[src/rtl/polar_pushpull_with_angle_unwrap_defines.svh]
// Assertion macros for the push-pull limiter RTL.
// Each expects signals named clk and rst in the enclosing module.
`ifndef POLAR_PUSHPULL_WITH_ANGLE_UNWRAP_DEFINES_SVH
`define POLAR_PUSHPULL_WITH_ANGLE_UNWRAP_DEFINES_SVH

// Consequent must hold in the same cycle as the antecedent.
`define PPAU_CHECK_SAME(lbl, ante, cons) \
  lbl: assert property (@(posedge clk) disable iff (rst) (ante) |-> (cons)) \
    else $error("ppau: same-cycle check failed");

// Consequent must hold in the cycle after the antecedent.
`define PPAU_CHECK_NEXT(lbl, ante, cons) \
  lbl: assert property (@(posedge clk) disable iff (rst) (ante) |=> (cons)) \
    else $error("ppau: next-cycle check failed");

`endif

[src/rtl/ppau_pkg.sv]
package ppau_pkg;

  localparam int unsigned CORDIC_STEPS_DEF = 16;

  // Field widths
  localparam int unsigned POS_W   = 24;
  localparam int unsigned CFG_W   = 23;
  localparam int unsigned CIDX_W  = 2;
  localparam int unsigned ROT_W   = 32;
  localparam int unsigned ANGLE_W = 16;

  // CORDIC working widths: 8 guard bits plus headroom for the gain
  localparam int unsigned CX_W   = 36;
  localparam int unsigned ATAN_W = 24;

  localparam int unsigned ATAN_DEPTH = 24;
  localparam int unsigned ITER_W     = $clog2(ATAN_DEPTH);

  // Magnitude: final x times round(2^32 * 0.607252935), split in halves
  localparam int unsigned MUL_OP_W  = CX_W / 2;
  localparam int unsigned GAIN_W    = 32;
  localparam int unsigned PROD_W    = MUL_OP_W + GAIN_W;
  localparam int unsigned MSUM_W    = PROD_W + MUL_OP_W;
  localparam int unsigned MAG_SHIFT = 40;
  localparam logic [GAIN_W-1:0] MAG_GAIN = 32'd2608131496;

  // Cap rescaling divide
  localparam int unsigned MAG_W = 24;
  localparam int unsigned QUO_W = 24;
  localparam int unsigned NUM_W = POS_W + CFG_W;

  localparam logic [ATAN_W-1:0] HALF_TURN   = 24'h800000;
  localparam logic [ATAN_W-1:0] ANGLE_ROUND = 24'd128;
  localparam logic [CFG_W-1:0]  DEADZONE_RESET = 23'd128;

  // Angle of 2^-i, units of 2^-24 turn
  localparam logic [ATAN_W-1:0] ATAN_TURNS [ATAN_DEPTH] = '{
    24'd2097152, 24'd1238021, 24'd654136, 24'd332050,
    24'd166669,  24'd83416,   24'd41718,  24'd20860,
    24'd10430,   24'd5215,    24'd2608,   24'd1304,
    24'd652,     24'd326,     24'd163,    24'd81,
    24'd41,      24'd20,      24'd10,     24'd5,
    24'd3,       24'd1,       24'd1,      24'd0
  };

  typedef enum logic [CIDX_W-1:0] {
    REG_LIMIT_ENABLE,
    REG_MAX_PUSHPULL,
    REG_MAX_LINEAR,
    REG_DEADZONE
  } cfg_reg_t;

  typedef enum logic [2:0] {
    ST_IDLE,
    ST_CORDIC,
    ST_MAG_LO,
    ST_MAG_HI,
    ST_MAG_SUM,
    ST_LIMIT,
    ST_DIVIDE,
    ST_FINISH
  } state_t;

  typedef struct packed {
    logic              load;
    logic              iter_en;
    logic              mag_lo;
    logic              mag_hi;
    logic              mag_sum;
    logic              div_load;
    logic              div_step;
    logic              finish;
    logic [ITER_W-1:0] iter;
  } cmd_t;

  typedef struct packed {
    logic reset_item;
    logic cap;
  } stat_t;

endpackage

[src/rtl/ppau_ctrl.sv]
`include "polar_pushpull_with_angle_unwrap_defines.svh"

module ppau_ctrl import ppau_pkg::*; #(
  parameter int unsigned CORDIC_STEPS = CORDIC_STEPS_DEF
) (
  input  logic  clk,
  input  logic  rst,
  input  logic  in_valid,
  output logic  in_stall,
  output logic  out_valid,
  input  logic  out_stall,
  input  stat_t stat,
  output cmd_t  cmd
);

  state_t            state, state_next;
  logic [ITER_W-1:0] iter, iter_next;
  logic              out_valid_next;

  always_ff @(posedge clk) begin
    if (rst) begin
      state     <= ST_IDLE;
      iter      <= '0;
      out_valid <= 1'b0;
    end else begin
      state     <= state_next;
      iter      <= iter_next;
      out_valid <= out_valid_next;
    end
  end

  always_comb begin
    state_next = state;
    iter_next  = iter;
    cmd        = '0;
    cmd.iter   = iter;
    case (state)
      ST_IDLE: begin
        if (in_valid) begin
          cmd.load   = 1'b1;
          iter_next  = '0;
          state_next = ST_CORDIC;
        end
      end
      ST_CORDIC: begin
        if (stat.reset_item) begin
          state_next = ST_FINISH;
        end else begin
          cmd.iter_en = 1'b1;
          if (iter == ITER_W'(CORDIC_STEPS - 1)) begin
            iter_next  = '0;
            state_next = ST_MAG_LO;
          end else begin
            iter_next = iter + 1'b1;
          end
        end
      end
      ST_MAG_LO: begin
        cmd.mag_lo = 1'b1;
        state_next = ST_MAG_HI;
      end
      ST_MAG_HI: begin
        cmd.mag_hi = 1'b1;
        state_next = ST_MAG_SUM;
      end
      ST_MAG_SUM: begin
        cmd.mag_sum = 1'b1;
        state_next  = ST_LIMIT;
      end
      ST_LIMIT: begin
        if (stat.cap) begin
          cmd.div_load = 1'b1;
          iter_next    = '0;
          state_next   = ST_DIVIDE;
        end else begin
          state_next = ST_FINISH;
        end
      end
      ST_DIVIDE: begin
        cmd.div_step = 1'b1;
        if (iter == ITER_W'(QUO_W - 1)) begin
          iter_next  = '0;
          state_next = ST_FINISH;
        end else begin
          iter_next = iter + 1'b1;
        end
      end
      ST_FINISH: begin
        if (!out_valid || !out_stall) begin
          cmd.finish = 1'b1;
          state_next = ST_IDLE;
        end
      end
      default: begin
        state_next = ST_IDLE;
      end
    endcase
  end

  assign in_stall       = (state != ST_IDLE);
  assign out_valid_next = (out_valid && out_stall) || cmd.finish;

  `PPAU_CHECK_NEXT(a_accept_starts, in_valid && !in_stall, state == ST_CORDIC)
  `PPAU_CHECK_SAME(a_finish_free, cmd.finish, !out_valid || !out_stall)
  `PPAU_CHECK_NEXT(a_finish_shows, cmd.finish, out_valid)
  `PPAU_CHECK_SAME(a_iter_bound, state == ST_CORDIC, iter < ITER_W'(CORDIC_STEPS))

endmodule

[config.mk]
export PLATFORM = sky130hd
export DESIGN_NAME = ppau_ctrl
export DESIGN_NICKNAME = d
export VERILOG_FILES = /design/src/rtl/ppau_pkg.sv /design/src/rtl/ppau_ctrl.sv
export VERILOG_INCLUDE_DIRS = /design/src /design/src/rtl
export SDC_FILE = /design/constraint.sdc
export NUM_CORES = 1
export LEC_CHECK = 0
export BUFFER_PORTS_ARGS = -buffer_cell sky130_fd_sc_hd__buf_4
export CORE_ASPECT_RATIO = 1.2
export CORE_MARGIN = 2
export CORE_UTILIZATION = 34
export CTS_CLUSTER_SIZE = 10
export DETAILED_ROUTE_END_ITERATION = 8
export SYNTH_ARGS = -nofsm -noshare
export SYNTH_HDL_FRONTEND = slang
export SYNTH_SLANG_ARGS = --single-unit
[constraint.sdc]
create_clock -name clk -period 1.61 [get_ports clk]
set_input_delay 0 -clock clk [delete_from_list [all_inputs] [get_ports clk]]
set_output_delay 0 -clock clk [all_outputs]
set_load 0.01 [all_outputs]
**Word-level counts from Yosys, hierarchy flattened**

Cells that the tools add are included.

- Flip-flop bits (word level): 9
- Input port bits: 6
- Output and inout port bits: 15
- Logic and storage cells: 54

- $add $sub $neg: 1
- Eq/ne operators: 15
- Mux-type cells: 25
- Reduce and logical (&&, ||, !) cells: 10

Operators with widths:

| operator | count |
|---|---|
| $mux W5 | 5 |
| $pmux W3 S8 | 1 |
| $pmux W5 S4 | 1 |
| $mux W3 | 5 |
| $mux W1 | 13 |
| $eq A3 B3 Y1 const B | 4 |
| $ne A2 B2 Y1 const B | 5 |
| $reduce_and A4 Y1 | 2 |
| $eq A3 B2 Y1 const B | 2 |
| $add A5 B1 Y5 const B | 1 |
| $eq A5 B4 Y1 const B | 1 |
| $eq A5 B5 Y1 const B | 1 |
| $reduce_bool A4 Y1 | 1 |
| $eq A3 B1 Y1 const B | 1 |
| $logic_not A3 Y1 | 1 |
| $ne A3 B3 Y1 const B | 1 |
| $reduce_bool A3 Y1 | 1 |
| $logic_not A1 Y1 | 2 |
| $logic_or A1 B1 Y1 | 2 |
| $logic_and A1 B1 Y1 | 1 |

**Logic depth before layout (Yosys ltp)**

Gate-level depths: netlist of the first run.

- Depth after elaboration: 5
- Depth in mapped cells: 8
- Gate-level depth less buffers: 8

**Worst setup path before layout of the first run**

Ideal clock, no wire load.

- Kind: flip-flop to flip-flop
- Start: register iter[0]
- End: register state[1]
- Library setup time: 0.120 ns
- Arrival time: 1.611 ns
- Required time: 1.490 ns
- Slack: -0.121 ns
- Cell stages (with the launch flop): 9
- Path buffers: 0
- Clock period less this slack: 1.731 ns
- Cells stage by stage: dfxtp_1 > ha_1 > nand3_1 > inv_1 > ha_1 > o21ai_0 > nand3_1 > o21ai_0 > o31a_1

- Longest elaborated chain between the ends: 3
- Elaborated cells on any way between the ends: 5
- Classes of those cells: 4 x eq/ne; 1 x reduce/logical

Ends and longest elaborated chain:

| what | RTL line | source |
|---|---|---|
| start, declared | ppau_ctrl.sv:17 | `logic [ITER_W-1:0] iter, iter_next;` |
| start signal, assigned | ppau_ctrl.sv:27 | `iter <= iter_next;` |
| $eq A5 B4 Y1 or $eq A5 B5 Y1 (tied branches) | ppau_ctrl.sv:50, ppau_ctrl.sv:81 |  |
| $ne A3 B3 Y1 (no source line) or $ne A2 B2 Y1 (tied branches) | n/a |  |
| $reduce_and A4 Y1 (no source line) * | n/a |  |
| end signal, assigned | ppau_ctrl.sv:26 | `state <= state_next;` |
| end, declared | ppau_ctrl.sv:16 | `state_t state, state_next;` |

Mark *: on every way between the ends. The rest lies on a longest branch, timed or not.
A chain may end at the register's enable or synchronous reset.

**Worst setup path in the final report of the first run**

- Start: register iter[0]
- End: register iter[3]

- Longest elaborated chain between the ends: 4
- Elaborated cells on any way between the ends: 7
- Classes of those cells: 1 x add/sub; 2 x eq/ne; 4 x mux

Ends and longest elaborated chain:

| what | RTL line | source |
|---|---|---|
| $add A5 B1 Y5 or $eq A5 B4 Y1 (tied branches) | ppau_ctrl.sv:54, ppau_ctrl.sv:85, ppau_ctrl.sv:50 |  |
| $mux W5 | ppau_ctrl.sv:50 | `if (iter == ITER_W'(CORDIC_STEPS - 1)) begin` |
| $mux W5 | ppau_ctrl.sv:46 | `if (stat.reset_item) begin` |
| $pmux W5 S4 * | ppau_ctrl.sv:37 | `case (state)` |

Mark *: on every way between the ends. The rest lies on a longest branch, timed or not. The select of a mux whose other input is x is not followed.

==> impl_metrics.toml, run 1 <==
[routing]
vias_per_cell = 5.29
final_antenna_net_count = 0
wl_per_cell_um = 12.0
num_vias = 714
drc = 0
wirelength_mm = 1.62
dr.first_iter.drc_count = 7
firstDrtPassIters = 4

[setup_path]
r2r_cells = 7
path_cells = "ha_2 -> nand3_2 -> inv_2 -> ha_4 -> o32ai_4 -> a41oi_2 -> a211oi_2"
r2r-start = "iter[0]"
worstPathMaxFanout = 4
crit_arrival_ps = 1710
reg2reg_slack_ps = 70
slowest_stage = "dfxtp_4"
slowest_delay_ps = 340
path_class = "reg2reg"
crit_path_start_kind = "register"
cp.required_ps = 1790
reg2reg_to = "iter[3]"
endpoint_kind = "register"

[timing]
post-route-min-period_ps = 1540
worst_hold_slack_ps = 44.0
relSlewSlack_pct = 78.3
worst_pin_slew_ps = 325
hold_violations = 0
setup_viol = 0
finClkSkew_ps = 1.34
finalMaxSlewViolations = 0
max_freq_ghz = 0.651
fin_crit_sh_pct = 95.4
rsz0062_at_grt = "no"
fin_setup_tns_ps = 0

[power_and_ir_drop]
p_total_mw = 1.36
pwr-share-clk_pct = 12.5
intPower_mw = 0.816
power_frac_seq_pct = 26.7
cellLeakagePower_nw = 0.460
ir_drop_v = 0.000723
sw_frac_of_total_pct = 39.8
combPwrFrac_pct = 60.7
switchingPower_mw = 0.540
powerDensity_nw_per_um2 = 1380

[min_path]
worstHoldPathType = "in2reg"
hold_start = "out_stall"
min_to = "out_valid"
hold_depth = 3

[run]
cap_violations = 0

[floorplan]
initial_core_util_pct = 35.4
dieArea_um2 = 2240
core_um2 = 1810
die_w_um = 43.6
pin_count = 21
rows = 17
die_h_um = 51.5

[final_layout]
area_growth_pct = 54.0
final_layout_size_suffix_gt1_share_pct = 45.7
n_antenna_cell = 0
final_area_um2 = 985
fin_cells = 135
final_nets = 126

[placed_design]
gp_congestion = 0.721
portBuffers = 20
post-dp-hpwl_mm = 1.29
dp.cells = 129
dpl_cell_area_um2 = 903

[synthesis]
yosysSeqAreaShare_pct = 28.2
synth_top_cell_area_share_pct = 28.2
synth_area_um2 = 639
synth.avg_cell_area_um2 = 7.99
syn-num-nets = 89
synth_seq_cells = 9
yosysUniqueCellTypes = 34
async_flop_share_pct = 0
synthFlopType = "dfxtp_1"
synth_area_leaders = "dfxtp_1, ha_1, nand2_1"
synth_top_cell_by_area = "dfxtp_1"
yosys_warnings = 0
synth_edf_count = 0
netlist_instances = 80

[cts]
htree_levels = 1
cts_root_buf = "clkbuf_4"
ctsLongestPathBuffers = 2
cts_inserted_buffers = 3
path_clk_slew_ps = 60
cts_tree = "built"
clock_sinks = 9
insertion_delay_ps = 250

[global_route]
grt_pass1_wl_mm = 2.68
antenna_found_initial = 0
grt_max_degree = 10
grt_usage_pct = 15.7
grt_remaining_overflow = 0
grt_pass1_vias = 620

[outcome]
outcome = "complete, no violations"
-- cell type report --
cell class | instances | area (um2)
inverters | 6 | 22.5
well taps | 19 | 23.8
clock buffers | 4 | 26.3
flip-flops and latches | 9 | 189
repair buffers | 35 | 265
multi-input cells | 62 | 458
fillers | 190 | 823
-- cells in the mapped netlist, types with 2 or more instances --
cell,number
and2_1,3
nor2_1,7
o21ai_0,5
nor2b_1,3
nand2_1,9
a21oi_1,4
nand3_1,4
buf_2,2
ha_1,3
o21a_1,3
inv_1,6
dfxtp_1,9
-- metrics by stage --
step,worst slack [ps],utilization (%)
final,74.4,54.5
after global placement,3.08,50.0
after CTS,5.34,52.9
after detailed placement,-18.7,50.0
after floorplan,10.7,-
after global routing,2.54,54.5
-- flip-flops by register name, indices dropped and copies added (netlist names) --
signal / flops
iter: 5
state: 3
out_valid: 1
-- worst max-delay path by stage --
stage / slack [ps] / startpoint / endpoint / cells past startpoint
after floorplan: 10 / iter[1] / iter[4] / 7
after global placement: 3 / iter[0] / iter[4] / 7
after detailed placement: -20 / iter[0] / iter[4] / 7
after CTS: 5 / state[2] / iter[3] / 4
after global routing: 3 / iter[0] / iter[3] / 7
final: 70 / iter[0] / iter[3] / 7
-- logic make-up after synthesis --
group | Yosys count | synth area share (%)
and+or+nand+nor | 33 | 26.8
buffers and inverters | 9 | 6.26
adders and majority gates | 3 | 5.87
DFF | 9 | 28.2
AOI/OAI and AO/OA | 24 | 29.6
muxes | 2 | 3.33
-- layer usage --
layer  share of wire [%]  global-route usage (%)
met4                 1.2                    7.58
met2                  52                    26.5
met1                  43                    19.3
met3                 3.7                    2.08
met5                   0                       0
-- worst max-delay path: cells and delay by family, from the launching register on --
kind	cells	cell delay (ps)
compound gates	3	630
fa+ha+maj	2	370
flops	1	340
simple gates	1	80
buf+inv	1	50
-- repair_timing --
action / in CTS / in global routing
hold endpoints to repair: 4 / 0
resized for setup: 5 / 5
setup buffers: 0 / 1
setup endpoints to repair: 3 / 6
pin swaps: 2 / 4
hold buffers: 1 / 0
cloned: 0 / 0
-- power groups by stage --
stage | clock [mW] | sequential [mW] | combinational (mW)
floorplan | 0 | 0.343 | 0.473
global placement | 0 | 0.357 | 0.766
detailed placement | 0 | 0.362 | 0.771
CTS | 0.175 | 0.362 | 0.796
global route | 0.193 | 0.376 | 0.912
finish | 0.170 | 0.362 | 0.824
-- layout by cell type, fill, tap and decap left out, drive strengths merged, types with 4 or more instances in the layout --
| cell | synthesis | final |
|---|---|---|
| a21oi | 4 | 4 |
| buf | 3 | 34 |
| clkbuf | 0 | 4 |
| dfxtp | 9 | 9 |
| nor2 | 7 | 7 |
| o21ai | 5 | 5 |
| nand3 | 4 | 4 |
| nand2 | 9 | 9 |
| inv | 6 | 6 |
(Power assumes the default switching activity.)
==> inputs of run 2 (changes only) <==
--- a/config.mk
+++ b/config.mk
@@ -12,6 +12,7 @@
 export CORE_UTILIZATION = 34
 export CTS_CLUSTER_SIZE = 10
 export DETAILED_ROUTE_END_ITERATION = 8
+export SETUP_SLACK_MARGIN = 0.15
 export SYNTH_ARGS = -nofsm -noshare
 export SYNTH_HDL_FRONTEND = slang
 export SYNTH_SLANG_ARGS = --single-unit
==> constraint.sdc (replaced) <==
create_clock -name clk -period 1.5 [get_ports clk]
set_input_delay 0 -clock clk [delete_from_list [all_inputs] [get_ports clk]]
set_output_delay 0 -clock clk [all_outputs]
set_load 0.01 [all_outputs]
==> run 2 against run 1 <==
Compared with the run above:
- the flow now finishes with violations (setup timing)
- register-to-register slack lost 80 ps
- clock-buffer cell count stayed put
- first-iteration DRC count increased to 4.1 times the previous value
- maximum frequency up 1.7%
- non-clock buffer count is 5 higher
- setup slack got worse by 85 ps
- utilization grew 7.5 points
- clock power rose by 15%
- worst hold slack got worse by 16 ps
==> impl_metrics.toml, run 2 (synthesized netlist as in run 1, its figures left out) <==
[outcome]
outcome = "complete, but fails checks"
violations = "setup timing"

[setup_path]
reg2reg_slack_ps = -10
cp.required_ps = 1680
crit_arrival_ps = 1690
crit_path_start_kind = "register"
endpoint_kind = "register"
r2r-start = "state[2]"
crit_end = "iter[3]"
path_class = "reg2reg"
worstPathMaxFanout = 3
r2r_cells = 4
crit_path_start = "state[2]"
reg2reg_to = "iter[3]"

[timing]
relSlewSlack_pct = 82.2
hold_violations = 0
rsz0062_at_grt = "yes"
finClkSkew_ps = 0.645
worst_pin_slew_ps = 266
post-route-min-period_ps = 1510
finalMaxSlewViolations = 0
max_freq_ghz = 0.662
fin_crit_sh_pct = 101
layout_setup_ws_ps = -10.6
setup_viol = 1

[power_and_ir_drop]
powerDensity_nw_per_um2 = 1490
power_frac_seq_pct = 22.3
ir_drop_v = 0.000914
pwr-share-clk_pct = 11.7
p_total_mw = 1.67
intPower_mw = 0.988
switchingPower_mw = 0.677
sw_frac_of_total_pct = 40.6
cellLeakagePower_nw = 0.506
combPwrFrac_pct = 66.0

[floorplan]
core_um2 = 1810
initial_core_util_pct = 35.4
pin_count = 21
die_w_um = 43.6
dieArea_um2 = 2240
rows = 17
die_h_um = 51.5

[global_route]
grt_usage_pct = 18.0
grt_max_degree = 9
grt_pass1_wl_mm = 3.08
antenna_found_initial = 0
grt_pass1_vias = 699
grt_remaining_overflow = 0

[cts]
insertion_delay_ps = 260
cts_inserted_buffers = 3
htree_levels = 1
clock_sinks = 9
path_clk_slew_ps = 70
cts_tree = "built"
ctsLongestPathBuffers = 2
cts_root_buf = "clkbuf_4"

[routing]
firstDrtPassIters = 4
vias_per_cell = 5.38
drc = 0
wl_per_cell_um = 13.6
wirelength_mm = 1.90
dr.first_iter.drc_count = 29
final_antenna_net_count = 0
num_vias = 753

[run]
cap_violations = 0

[final_layout]
final_common_cell = "buf_4"
top_register = "iter"
utilization_pct = 61.9
largestRegisters = "iter: 5 flops, state: 3 flops, out_valid: 1 flops"
largest_reg_flops = 5
final_layout_size_suffix_gt1_share_pct = 57.0
n_antenna_cell = 0
mostFrequentLayoutCells = "buf_4, nand2_1, nor2_1"
final_nets = 131
area_growth_pct = 75.1

[placed_design]
post-dp-hpwl_mm = 1.34
gp_congestion = 0.813
portBuffers = 20

[min_path]
worstHoldPathType = "in2reg"
-- run 2: metrics by stage --
stage          worst slack, ps  instances  hold slack [ps]  cell area [um2]  TNS, ps
2_1_floorplan             58.4         80             47.5              699        0
3_3_place_gp              30.6        129              232              953        0
3_5_place_dp             -15.8        129              241              953    -15.8
4_1_cts                   2.06        138             29.2             1070        0
5_1_grt                  -67.2        140             29.1             1120     -207
6_report                 -10.6        140             27.6             1120    -10.6
-- run 2: repair_timing --
item	4_1_cts	5_1_grt
cloned	0	0
endpoints found under the hold margin	4	0
endpoints found under the setup margin	9	14
hold buffers	1	0
buffers inserted	4	2
pin swaps	7	3
gates resized for setup	16	9
-- run 2: area by class of cell --
class,instances,area (um2)
inverters,6,22.5
clock buffers,4,26.3
well taps,19,23.8
multi-input cells,62,539
flip-flops and latches,9,198
fillers,162,688
repair buffers,40,310
-- run 2: power by group through the flow --
stage / registers [mW] / clock network (mW) / logic, mW
floorplan: 0.374 / 0 / 0.550
global placement: 0.376 / 0 / 0.873
detailed placement: 0.381 / 0 / 0.872
CTS: 0.369 / 0.202 / 1.03
global route: 0.380 / 0.216 / 1.18
finish: 0.371 / 0.195 / 1.10
-- run 2: how the worst min path moves through the flow --
stage / startpoint / end / slack (ps) / cells after the start
floorplan: stat[1] / cmd[11] / 50 / 1
global placement: rst / out_valid / 230 / 2
detailed placement: rst / out_valid / 240 / 2
CTS: out_stall / out_valid / 30 / 3
global route: out_stall / out_valid / 30 / 3
finish: out_stall / out_valid / 30 / 3
-- run 2: layer usage --
| layer | share of wire, % | global-route usage (%) | vias up | wire length, um |
|---|---|---|---|---|
| li1 | - | - | 372 | - |
| met1 | 45 | 23.0 | 356 | 847 |
| met2 | 50 | 28.9 | 21 | 950 |
| met3 | 4.0 | 1.74 | 4 | 76 |
| met4 | 1.3 | 10.6 | 0 | 25 |
| met5 | 0 | 0 | - | 0 |
-- run 2: worst max-delay path, stage by stage (launching register included) --
cell and delay (ps):
dfxtp_4 350, or3b_4 420, o32ai_4 330, a41oi_2 160, a211oi_2 160
==> inputs of run 3 (changes only) <==
--- a/config.mk
+++ b/config.mk
@@ -7,7 +7,7 @@
 export NUM_CORES = 1
 export LEC_CHECK = 0
 export BUFFER_PORTS_ARGS = -buffer_cell sky130_fd_sc_hd__buf_4
-export CORE_ASPECT_RATIO = 1.2
+export CORE_ASPECT_RATIO = 0.7
 export CORE_MARGIN = 2
 export CORE_UTILIZATION = 34
 export CTS_CLUSTER_SIZE = 10
==> constraint.sdc (replaced) <==
create_clock -name clk -period 1.8 [get_ports clk]
set_input_delay 0 -clock clk [delete_from_list [all_inputs] [get_ports clk]]
set_output_delay 0 -clock clk [all_outputs]
set_load 0.01 [all_outputs]
==> run 3 against run 2 <==
Compared with the run above:
- the flow now finishes without violations
- combinational power is 42% lower
- design area decreased by 18%
- setup slack gained 220 ps
- critical path type unchanged
==> impl_metrics.toml, run 3 (synthesized netlist as in run 1, its figures left out) <==
[cts]
path_clk_slew_ps = 70
htree_levels = 1
cts_tree = "built"
cts_inserted_buffers = 3
ctsLongestPathBuffers = 2
cts_setup_buffers = 0
insertion_delay_ps = 260
clock_sinks = 9
cts_root_buf = "clkbuf_4"

[routing]
final_antenna_net_count = 0
wirelength_mm = 1.70
vias_per_cell = 5.17
num_vias = 662
dr.first_iter.drc_count = 6
wl_per_cell_um = 13.3
firstDrtPassIters = 4
drc = 0

[final_layout]
largestRegisters = "iter: 5 flops, state: 3 flops, out_valid: 1 flops"
area_growth_pct = 43.8
n_antenna_cell = 0
utilization_pct = 50.5
fin_cells = 128
final_area_um2 = 920
top_register = "iter"
final_nets = 116
final_common_cell = "buf_4"
fillers = 172
final_layout_size_suffix_gt1_share_pct = 41.5
mostFrequentLayoutCells = "buf_4, nand2_1, nor2_1"
largest_reg_flops = 5

[placed_design]
post-dp-hpwl_mm = 1.22
dp.cells = 123
portBuffers = 20
gp_congestion = 0.740
dpl_cell_area_um2 = 837
dp_slack_ps = 43.4

[floorplan]
core_um2 = 1820
pin_count = 21
die_h_um = 40.3
rows = 13
die_w_um = 55.8
initial_core_util_pct = 35.1
dieArea_um2 = 2250

[timing]
relSlewSlack_pct = 79.5
worst_pin_slew_ps = 307
post-route-min-period_ps = 1590
setup_viol = 0
hold_violations = 0
fin_crit_sh_pct = 88.5
rsz0062_at_grt = "no"
layout_setup_ws_ps = 207
max_freq_ghz = 0.628
finalMaxSlewViolations = 0
worst_hold_slack_ps = 60.3
fin_setup_tns_ps = 0
finClkSkew_ps = 10.5

[global_route]
grt_usage_pct = 14.8
antenna_found_initial = 0
grt_remaining_overflow = 0
grt_max_degree = 13
grt_pass1_wl_mm = 2.48
grt_pass1_vias = 546

[setup_path]
path_delay_family = "compound AO/OA/AOI/OAI gates"
crit_path_start_kind = "register"
cp.required_ps = 1980
endpoint_kind = "register"
path_cells = "ha_2 -> nand3_2 -> inv_2 -> ha_4 -> o32ai_2 -> a21oi_1 -> a311oi_1"
worstPathMaxFanout = 6
path_buf_inv = 1
slowest_stage = "dfxtp_4"
path_class = "reg2reg"
slowest_delay_ps = 380
crit_arrival_ps = 1770

[run]
cap_violations = 0

[min_path]
worstHoldPathType = "in2reg"

[power_and_ir_drop]
cellLeakagePower_nw = 0.409
powerDensity_nw_per_um2 = 1250
ir_drop_v = 0.000672
p_total_mw = 1.15

[outcome]
outcome = "complete, no violations"
-- run 3: area by class of cell --
class / count / area, um2 / area share, %
multi-input cells: 62 / 462 / 50.2
clock buffers: 4 / 26.3 / 2.86
repair buffers: 25 / 190 / 20.7
well taps: 22 / 27.5 / 2.99
flip-flops and latches: 9 / 191 / 20.8
inverters: 6 / 22.5 / 2.45
-- run 3: final timing paths --
path	start	slack, ps	endpoint	depth (start not counted)
worst max-delay path	iter[0]	210	iter[4]	7
worst min-delay path	out_stall	60	out_valid	3
worst max register to register	iter[0]	210	iter[4]	7
worst min register to register	iter[0]	490	iter[0]	1
-- run 3: per-layer routing --
layer  vias to the layer above  wire length [um]  GRT usage [%]
li1                        344                 -              -
met1                       301               864           19.4
met2                        15               746           23.8
met3                         2                78           5.48
met4                         0                 6           3.57
met5                         -                 0              0
-- run 3: tightest hold or removal path, delay by kind of cell --
kind	cells	cell delay (ps)
compound gates	1	70
simple gates	1	80
buf+inv	1	110
-- run 3: where the power goes --
part / total, mW / switching (mW) / internal [mW] / leakage [nW]
registers: 0.358 / 0.0940 / 0.264 / 0.0760
logic: 0.635 / 0.313 / 0.322 / 0.318
clock network: 0.157 / 0.0722 / 0.0853 / 0.0150
-- run 3: timing repair --
action / in CTS / in global routing
hold buffers: 1 / 0
resized for setup: 4 / 11
setup endpoints to repair: 4 / 8
pin swaps: 1 / 2
endpoints found under the hold margin: 4 / 0
